==> config.mk <==
export PLATFORM = sky130hd
export DESIGN_NAME = node_heartbeat_watchdog_unit
export DESIGN_NICKNAME = d
export VERILOG_FILES = /design/src/hw/rtl/hbw_pkg.sv /design/src/hw/rtl/hbw_ram.sv /design/src/hw/rtl/hbw_table.sv /design/src/hw/rtl/hbw_scan.sv /design/src/hw/rtl/node_heartbeat_watchdog_unit.sv
export SDC_FILE = /design/constraint.sdc
export NUM_CORES = 2
export LEC_CHECK = 0
export CAP_MARGIN = 20
export CORE_ASPECT_RATIO = 1.5
export CORE_MARGIN = 2
export CORE_UTILIZATION = 50
export CTS_BUF_LIST = sky130_fd_sc_hd__clkbuf_4 sky130_fd_sc_hd__clkbuf_8
export CTS_CLUSTER_SIZE = 12
export DETAILED_ROUTE_END_ITERATION = 6
export DONT_BUFFER_PORTS = 1
export SYNTH_ARGS = -nofsm -noshare
export SYNTH_HDL_FRONTEND = slang
export SYNTH_SLANG_ARGS = --single-unit
==> constraint.sdc <==
create_clock -name aclk -period 9.1 [get_ports aclk]
set_input_delay 0 -clock aclk [delete_from_list [all_inputs] [get_ports aclk]]
set_output_delay 0 -clock aclk [all_outputs]
set_load 0.05 [all_outputs]
==> src/hw/rtl/hbw_pkg.sv <==
// ----------------------------------------------------------------------------
// hbw_pkg
// shared constants and types of the node heartbeat watchdog
// ----------------------------------------------------------------------------
package hbw_pkg;

    localparam int NODE_COUNT_DEF = 64;
    localparam int ADDR_W_MAX     = 8;
    localparam int NODE_W         = 8;
    localparam int TIME_W         = 32;
    localparam int OWN_ID_W       = 16;
    localparam int STOP_W         = 8;
    localparam int CFG_IDX_W      = 1;
    localparam int CFG_DATA_W     = 32;
    localparam int S_TDATA_W      = 40;
    localparam int M_TDATA_W      = 32;

    localparam logic [CFG_IDX_W-1:0] REG_OWN_NODE_ID = 1'b0;
    localparam logic [CFG_IDX_W-1:0] REG_TIMEOUT_MS  = 1'b1;

    localparam logic [OWN_ID_W-1:0] OWN_NODE_ID_RST = 16'd252;
    localparam logic [TIME_W-1:0]   TIMEOUT_MS_RST  = 32'd500;
    localparam logic [STOP_W-1:0]   STOP_CODE       = 8'h02;

    localparam logic CMD_HEARTBEAT = 1'b0;
    localparam logic CMD_SCAN      = 1'b1;

    typedef struct packed {
        logic                  en;
        logic [ADDR_W_MAX-1:0] addr;
    } tbl_rd_t;

    typedef struct packed {
        logic                  en;
        logic [ADDR_W_MAX-1:0] addr;
        logic [TIME_W-1:0]     data;
    } tbl_wr_t;

endpackage

==> src/hw/rtl/hbw_ram.sv <==
// ----------------------------------------------------------------------------
// hbw_ram
// generic single-port-write, single-port-read ram with registered read
// ----------------------------------------------------------------------------
module hbw_ram #(
    parameter int WIDTH = 32,
    parameter int DEPTH = 64
) (
    input  logic                     aclk,
    input  logic                     wr_en,
    input  logic [$clog2(DEPTH)-1:0] wr_addr,
    input  logic [WIDTH-1:0]         wr_data,
    input  logic                     rd_en,
    input  logic [$clog2(DEPTH)-1:0] rd_addr,
    output logic [WIDTH-1:0]         rd_data
);

    logic [WIDTH-1:0] mem [DEPTH];

    always_ff @(posedge aclk) begin
        if (wr_en) begin
            mem[wr_addr] <= wr_data;
        end
        if (rd_en) begin
            rd_data <= mem[rd_addr];
        end
    end

endmodule

==> src/hw/rtl/hbw_table.sv <==
// ----------------------------------------------------------------------------
// hbw_table
// last-seen time table: ram plus per-node valid bits, unwritten nodes read 0
// ----------------------------------------------------------------------------
module hbw_table #(
    parameter int NODE_COUNT = hbw_pkg::NODE_COUNT_DEF
) (
    input  logic                        aclk,
    input  logic                        aresetn,
    input  hbw_pkg::tbl_wr_t            wr,
    input  hbw_pkg::tbl_rd_t            rd,
    output logic [hbw_pkg::TIME_W-1:0]  seen
);

    localparam int AW = $clog2(NODE_COUNT);

    logic [NODE_COUNT-1:0]        valid_reg;
    logic                         rd_valid_reg;
    logic [hbw_pkg::TIME_W-1:0]   rd_data;

    hbw_ram #(
        .WIDTH (hbw_pkg::TIME_W),
        .DEPTH (NODE_COUNT)
    ) u_ram (
        .aclk    (aclk),
        .wr_en   (wr.en),
        .wr_addr (wr.addr[AW-1:0]),
        .wr_data (wr.data),
        .rd_en   (rd.en),
        .rd_addr (rd.addr[AW-1:0]),
        .rd_data (rd_data)
    );

    always_ff @(posedge aclk) begin
        if (!aresetn) begin
            valid_reg    <= '0;
            rd_valid_reg <= 1'b0;
        end else begin
            if (wr.en) begin
                valid_reg[wr.addr[AW-1:0]] <= 1'b1;
            end
            if (rd.en) begin
                rd_valid_reg <= valid_reg[rd.addr[AW-1:0]];
            end
        end
    end

    assign seen = rd_valid_reg ? rd_data : '0;

endmodule

==> src/hw/rtl/hbw_scan.sv <==
// ----------------------------------------------------------------------------
// hbw_scan
// scan engine: walks the table, checks timeouts, holds one alarm back so the
// final one can be flagged, and drives the alarm output register
// ----------------------------------------------------------------------------
module hbw_scan #(
    parameter int NODE_COUNT = hbw_pkg::NODE_COUNT_DEF
) (
    input  logic                          aclk,
    input  logic                          aresetn,
    input  logic                          start,
    input  logic [hbw_pkg::TIME_W-1:0]    now_ms,
    input  logic [hbw_pkg::TIME_W-1:0]    timeout_ms,
    output logic                          busy,
    output hbw_pkg::tbl_rd_t              rd,
    input  logic [hbw_pkg::TIME_W-1:0]    seen,
    output logic                          out_valid,
    input  logic                          out_ready,
    output logic [hbw_pkg::NODE_W-1:0]    dead_node,
    output logic                          out_last
);

    localparam int AW = $clog2(NODE_COUNT);
    localparam int CW = AW + 1;

    typedef enum logic {
        ST_IDLE,
        ST_WALK
    } state_t;

    state_t                      state_reg,    state_next;
    logic [CW-1:0]               rd_addr_reg,  rd_addr_next;
    logic [hbw_pkg::TIME_W-1:0]  now_reg,      now_next;
    logic                        cmp_vld_reg,  cmp_vld_next;
    logic [AW-1:0]               cmp_idx_reg,  cmp_idx_next;
    logic                        pend_vld_reg, pend_vld_next;
    logic [AW-1:0]               pend_idx_reg, pend_idx_next;
    logic                        out_vld_reg,  out_vld_next;
    logic [AW-1:0]               out_idx_reg,  out_idx_next;
    logic                        out_last_reg, out_last_next;

    logic                        out_free;
    logic                        hit;
    logic                        cmp_go;
    logic                        issue_more;
    logic                        rd_en;
    logic                        out_push;
    logic                        push_last;
    logic [hbw_pkg::TIME_W:0]    deadline;

    always_comb begin
        state_next    = state_reg;
        rd_addr_next  = rd_addr_reg;
        now_next      = now_reg;
        cmp_vld_next  = cmp_vld_reg;
        cmp_idx_next  = cmp_idx_reg;
        pend_vld_next = pend_vld_reg;
        pend_idx_next = pend_idx_reg;
        out_vld_next  = out_vld_reg;
        out_idx_next  = out_idx_reg;
        out_last_next = out_last_reg;
        rd_en         = 1'b0;
        out_push      = 1'b0;
        push_last     = 1'b0;

        out_free   = !out_vld_reg || out_ready;
        deadline   = {1'b0, seen} + {1'b0, timeout_ms};
        hit        = cmp_vld_reg && (seen != '0) && ({1'b0, now_reg} > deadline);
        cmp_go     = !cmp_vld_reg || !hit || !pend_vld_reg || out_free;
        issue_more = rd_addr_reg < CW'(NODE_COUNT);

        if (out_ready) begin
            out_vld_next = 1'b0;
        end

        unique case (state_reg)
            ST_IDLE: begin
                if (start) begin
                    state_next   = ST_WALK;
                    rd_addr_next = CW'(1);
                    now_next     = now_ms;
                end
            end
            ST_WALK: begin
                if (hit) begin
                    if (!pend_vld_reg) begin
                        pend_vld_next = 1'b1;
                        pend_idx_next = cmp_idx_reg;
                    end else if (out_free) begin
                        out_push      = 1'b1;
                        pend_idx_next = cmp_idx_reg;
                    end
                end
                if (cmp_go) begin
                    cmp_vld_next = 1'b0;
                    if (issue_more) begin
                        rd_en        = 1'b1;
                        cmp_vld_next = 1'b1;
                        cmp_idx_next = rd_addr_reg[AW-1:0];
                        rd_addr_next = rd_addr_reg + CW'(1);
                    end
                end
                // walk finished: flush the held alarm as the final one
                if (!cmp_vld_reg && !issue_more) begin
                    if (!pend_vld_reg) begin
                        state_next = ST_IDLE;
                    end else if (out_free) begin
                        out_push      = 1'b1;
                        push_last     = 1'b1;
                        pend_vld_next = 1'b0;
                        state_next    = ST_IDLE;
                    end
                end
            end
            default: begin
                state_next = ST_IDLE;
            end
        endcase

        if (out_push) begin
            out_vld_next  = 1'b1;
            out_idx_next  = pend_idx_reg;
            out_last_next = push_last;
        end
    end

    always_ff @(posedge aclk) begin
        if (!aresetn) begin
            state_reg    <= ST_IDLE;
            cmp_vld_reg  <= 1'b0;
            pend_vld_reg <= 1'b0;
            out_vld_reg  <= 1'b0;
            rd_addr_reg  <= '0;
        end else begin
            state_reg    <= state_next;
            cmp_vld_reg  <= cmp_vld_next;
            pend_vld_reg <= pend_vld_next;
            out_vld_reg  <= out_vld_next;
            rd_addr_reg  <= rd_addr_next;
        end
        now_reg      <= now_next;
        cmp_idx_reg  <= cmp_idx_next;
        pend_idx_reg <= pend_idx_next;
        out_idx_reg  <= out_idx_next;
        out_last_reg <= out_last_next;
    end

    assign busy      = (state_reg != ST_IDLE);
    assign rd.en     = rd_en;
    assign rd.addr   = hbw_pkg::ADDR_W_MAX'(rd_addr_reg[AW-1:0]);
    assign out_valid = out_vld_reg;
    assign dead_node = hbw_pkg::NODE_W'(out_idx_reg);
    assign out_last  = out_last_reg;

    a_pend_in_walk: assert property (@(posedge aclk) disable iff (!aresetn)
        pend_vld_reg |-> (state_reg == ST_WALK))
        else $error("held alarm outside a scan");

    a_cmp_in_walk: assert property (@(posedge aclk) disable iff (!aresetn)
        cmp_vld_reg |-> (state_reg == ST_WALK))
        else $error("compare stage busy outside a scan");

    a_no_node_zero: assert property (@(posedge aclk) disable iff (!aresetn)
        cmp_vld_reg |-> (cmp_idx_reg != '0))
        else $error("node zero scanned");

    a_last_ends_scan: assert property (@(posedge aclk) disable iff (!aresetn)
        (out_push && push_last) |=> (state_reg == ST_IDLE))
        else $error("final alarm sent but scan still running");

endmodule

==> src/hw/rtl/node_heartbeat_watchdog_unit.sv <==
// ----------------------------------------------------------------------------
// node_heartbeat_watchdog_unit
// heartbeat time table per node with timeout scan raising emergency-stop alarms
// ----------------------------------------------------------------------------
//  channel  dir  handshake          payload
//  s_       in   s_tvalid/tready    tuser: command; tdata: node_id, now_ms
//  m_       out  m_tvalid/tready    tdata: dead_node, frame_id, stop_code; tlast
//  cfg_     in   cfg_valid/ready    cfg_index, cfg_data
//
//  heartbeat: a single ram write per request; out-of-range ids write nothing
//  scan: walks nodes 1 to NODE_COUNT-1, one table read per cycle unless m_ stalls
//  s_tready is low for the whole scan; an alarm waits in the output register
//  aresetn clears the per-node valid bits, so the table reads zero at once
// ----------------------------------------------------------------------------
module node_heartbeat_watchdog_unit #(
    parameter int NODE_COUNT = hbw_pkg::NODE_COUNT_DEF
) (
    input  logic                             aclk,
    input  logic                             aresetn,
    input  logic                             s_tvalid,
    output logic                             s_tready,
    input  logic [hbw_pkg::S_TDATA_W-1:0]    s_tdata,   // node_id, now_ms
    input  logic                             s_tuser,   // command
    output logic                             m_tvalid,
    input  logic                             m_tready,
    output logic [hbw_pkg::M_TDATA_W-1:0]    m_tdata,   // dead_node, frame_id, stop_code
    output logic                             m_tlast,
    input  logic                             cfg_valid,
    output logic                             cfg_ready,
    input  logic [hbw_pkg::CFG_IDX_W-1:0]    cfg_index,
    input  logic [hbw_pkg::CFG_DATA_W-1:0]   cfg_data
);

    logic [hbw_pkg::OWN_ID_W-1:0] own_node_id_reg;
    logic [hbw_pkg::TIME_W-1:0]   timeout_ms_reg;

    logic [hbw_pkg::NODE_W-1:0]   s_node_id;
    logic [hbw_pkg::TIME_W-1:0]   s_now_ms;
    logic                         s_accept;
    logic                         scan_busy;
    logic                         in_range;
    hbw_pkg::tbl_wr_t             tbl_wr;
    hbw_pkg::tbl_rd_t             tbl_rd;
    logic [hbw_pkg::TIME_W-1:0]   tbl_seen;
    logic [hbw_pkg::NODE_W-1:0]   dead_node;

    assign s_node_id = s_tdata[7:0];
    assign s_now_ms  = s_tdata[39:8];
    assign s_tready  = !scan_busy;
    assign s_accept  = s_tvalid && s_tready;
    assign cfg_ready = 1'b1;

    // ids at or above the table size are dropped
    assign in_range    = {1'b0, s_node_id} < 9'(NODE_COUNT);
    assign tbl_wr.en   = s_accept && (s_tuser == hbw_pkg::CMD_HEARTBEAT) && in_range;
    assign tbl_wr.addr = s_node_id;
    assign tbl_wr.data = s_now_ms;

    always_ff @(posedge aclk) begin
        if (!aresetn) begin
            own_node_id_reg <= hbw_pkg::OWN_NODE_ID_RST;
            timeout_ms_reg  <= hbw_pkg::TIMEOUT_MS_RST;
        end else if (cfg_valid) begin
            unique case (cfg_index)
                hbw_pkg::REG_OWN_NODE_ID: own_node_id_reg <= cfg_data[15:0];
                hbw_pkg::REG_TIMEOUT_MS:  timeout_ms_reg  <= cfg_data;
                default: ;
            endcase
        end
    end

    hbw_table #(
        .NODE_COUNT (NODE_COUNT)
    ) u_table (
        .aclk    (aclk),
        .aresetn (aresetn),
        .wr      (tbl_wr),
        .rd      (tbl_rd),
        .seen    (tbl_seen)
    );

    hbw_scan #(
        .NODE_COUNT (NODE_COUNT)
    ) u_scan (
        .aclk       (aclk),
        .aresetn    (aresetn),
        .start      (s_accept && (s_tuser == hbw_pkg::CMD_SCAN)),
        .now_ms     (s_now_ms),
        .timeout_ms (timeout_ms_reg),
        .busy       (scan_busy),
        .rd         (tbl_rd),
        .seen       (tbl_seen),
        .out_valid  (m_tvalid),
        .out_ready  (m_tready),
        .dead_node  (dead_node),
        .out_last   (m_tlast)
    );

    assign m_tdata = {hbw_pkg::STOP_CODE, own_node_id_reg, dead_node};

endmodule

==> impl_metrics.env <==
export IMPL_most_common_layout_cells="edfxtp_1, mux4_2, clkbuf_8, dlygate4sd3_1, nor2_1"
export IMPL_wl_met3_mm=12.9
export IMPL_route_layer_met1_wl_mm=86.5
export IMPL_fp_dieW_um=345
export IMPL_nets=4571
export IMPL_ys_flop_type="edfxtp_1"
export IMPL_timing_fmax_ghz=0.135
export IMPL_drv_cap=0
export IMPL_routedWlPerCell_um=31.2
export IMPL_grt_usage_pct=24.7
export IMPL_setup_ws_ns=1.68
export IMPL_required_ns=10.07
export IMPL_ant_nets=0
export IMPL_clk_pin_slew_ns=0.07
export IMPL_initial_core_util_pct=50.4
export IMPL_io_buffers=0
export IMPL_yosysSeqAreaShare_pct=76.1
export IMPL_vias=42100
export IMPL_ys_ff_latch=2255
export IMPL_finalWirelength_mm=217
export IMPL_ios=115
export IMPL_min_path_type="input pin to flop"
export IMPL_coreArea_mm2=0.173
export IMPL_end_kind="flop"
export IMPL_cts_inserted_buffers=341
export IMPL_wl_met2_mm=113
export IMPL_synth_cell_types=58
export IMPL_nFillCells=12500
export IMPL_start_kind="flop"
export IMPL_cpMaxStageDelayCell="dfxtp_1"
export IMPL_critPathTopFamily="compound AO/OA/AOI/OAI gates"
export IMPL_worst_pin_slew_ns=1.12
export IMPL_layout_commonest_cell="edfxtp_1"
export IMPL_cts_tree="done"
export IMPL_dr_pass1_iters=5
export IMPL_clockRootBuffer="clkbuf_8"
export IMPL_r2r_start="u_table.rd_valid_reg"
export IMPL_synth_edf_count=2131
export IMPL_drc=0
export IMPL_slowest_delay_ns=0.98
export IMPL_die_area_mm2=0.178
export IMPL_design_area_mm2=0.101
export IMPL_relSlewSlack_pct=24.7
export IMPL_avgSynthCellArea_um2=22.3
export IMPL_tns_ns=0
export IMPL_dp_hpwl_mm=116
export IMPL_ctsHtreeMaxLevel=5
export IMPL_largest_reg_flops=2048
export IMPL_areaGrowthSynthToFinish_pct=15.5
export IMPL_period_needed_ns=7.42
export IMPL_clk_latency_ns=1.03
export IMPL_first_global_vias=44500
export IMPL_placed_area_mm2=0.0906
export IMPL_synthCells=3916
export IMPL_grt_overflow_total=0
export IMPL_place_congestion=0.825
export IMPL_cp_startpoint="u_table.rd_valid_reg"
export IMPL_dp_worst_setup_slack_ns=2.16
export IMPL_path_cells="and2_1 > ha_1 > a211oi_1 > o211a_1 > o22ai_1 > a221oi_1 > o21ai_0 > a211o_1 > a21oi_1 > xor2_1 > ha_1 > nand4_1 > nor4_1 > a21oi_1 > o41ai_4 > o2111ai_1 > dlygate4sd3_1 > nand2_1 > dlygate4sd3_1"
export IMPL_p_per_area_mw_per_mm2=204
export IMPL_critPathArrivalTime_ns=8.39
export IMPL_cts_resized=0
export IMPL_setup_violations=0
export IMPL_ir_worst_vdd_uv=165
export IMPL_leakagePower_nw=31.2
export IMPL_crit_type="flop to flop"
export IMPL_syn_area_mm2=0.0874
export IMPL_drive_above_1_share_pct=31.2
export IMPL_slew_violations=0
export IMPL_worstPathMaxFanout=34
export IMPL_clock_skew_ns=0.0531
export IMPL_maxUsedRoutingLayer="met5"
export IMPL_antenna_found_initial=26
export IMPL_num_rows=187
export IMPL_clockBufferDepth=4
export IMPL_grt_start_max_net_pins=133
export IMPL_die_y_um=516
export IMPL_hold_start="s_tdata[19]"
export IMPL_clock_sinks=2255
export IMPL_drtIter0Drc=4137
export IMPL_rsz0062_at_grt="no"
export IMPL_min_period_over_period_pct=81.6
export IMPL_yosys_warnings=0
export IMPL_synth_async_reset_ratio_pct=0
export IMPL_hold_viol_final=0
export IMPL_viasPerCell=6.06
export IMPL_crit_buf_inv=2
export IMPL_outcome="completed"
export IMPL_grt_pass1_wl_mm=312
## metal layers
metal,up-vias,global-route usage (%)
met5,-,0
met4,4,6.57
met3,296,4.03
met2,1445,42.8
met1,22900,32.7
li1,17500,-
## synthesized netlist by cell type, drive strengths merged, types with 4 or more instances
library cell | count | area share (%)
edfxtp | 2131 | 73
mux4 | 693 | 18
nor2 | 216 | 0.93
nand2 | 139 | 0.60
dfxtp | 124 | 2.8
clkbuf | 106 | 0.46
buf | 98 | 0.58
a21oi | 80 | 0.46
ha | 65 | 0.93
and2 | 38 | 0.27
nand3 | 29 | 0.17
o21ai | 23 | 0.13
a21o | 19 | 0.16
inv | 15 | 0.064
xnor2 | 14 | 0.14
nor4 | 12 | 0.086
xor2 | 12 | 0.12
nor2b | 11 | 0.079
nand4 | 9 | 0.064
and4 | 6 | 0.060
o21a | 6 | 0.052
a2111o | 5 | 0.064
a211o | 5 | 0.050
a221oi | 5 | 0.050
nor3 | 5 | 0.029
a31oi | 4 | 0.036
nand2b | 4 | 0.029
or3 | 4 | 0.029
## logic make-up (layout without fill, tap and decap cells)
kind of cell,Yosys count,in the layout,share of synthesized area (%)
flops,2255,2255,76.1
other cells,2,16,0.00860
buf+inv,219,968,1.10
simple gates,483,483,2.43
fa+ha+maj,66,66,0.954
compound gates,170,170,1.26
xor+xnor,26,26,0.261
mux,695,695,17.9
## what timing repair did
| action | CTS | global route |
|---|---|---|
| endpoints found under the setup margin | 0 | 0 |
| setup buffers | 0 | 0 |
| hold buffers | 268 | 0 |
| endpoints found under the hold margin | 2808 | 0 |
## area by class of cell
class,instances,area (µm²),area share (%)
Antenna cell,5,12.5,0.0124
Timing Repair Buffer,362,4420,4.38
Multi-Input combinational cell,1451,20400,20.3
Inverter,15,57.6,0.0571
Sequential cell,2255,66500,65.9
Clock buffer,476,5830,5.78
Clock inverter,115,772,0.765
Tap cell,2268,2840,2.81
## path summary, 6_finish.rpt
check,endpoint,cells after the start,slack (ns)
min reg2reg,u_scan.out_idx_reg[1],0,0.41
min,u_table.u_ram.mem[39][11],2,0.07
max reg2reg,u_scan.rd_addr_reg[4],19,1.68
max,u_scan.rd_addr_reg[4],19,1.68
## through the flow
stage	hold WS [ns]	utilization (%)	instances	total power, W
after global placement	0.0794	52.3	6081	0.0124
after floorplan	0.0989	-	3925	0.0122
after global routing	0.0678	58.2	6943	0.0213
final	0.0666	58.2	6947	0.0206
after detailed placement	0.0825	52.3	6081	0.0124
after CTS	0.0100	58.1	6940	0.0208
## worst register-to-register path, cell delays in order, from the launching register on
cell and delay (ns):
dfxtp_1 0.98, and2_1 0.30, ha_1 0.26, a211oi_1 0.30
o211a_1 0.22, o22ai_1 0.16, a221oi_1 0.48, o21ai_0 0.28
a211o_1 0.31, a21oi_1 0.17, xor2_1 0.12, ha_1 0.33
nand4_1 0.15, nor4_1 0.69, a21oi_1 0.28, o41ai_4 0.89
o2111ai_1 0.22, dlygate4sd3_1 0.63, nand2_1 0.06, dlygate4sd3_1 0.53
## power breakdown
| part | internal, W | total (W) | switching [W] |
|---|---|---|---|
| sequential | 0.0114 | 0.0114 | 0.0000447 |
| clock | 0.00441 | 0.00816 | 0.00375 |
| combinational | 0.000488 | 0.00103 | 0.000543 |
| total | 0.0163 | 0.0206 | 0.00434 |
(Power assumes the default switching activity.)
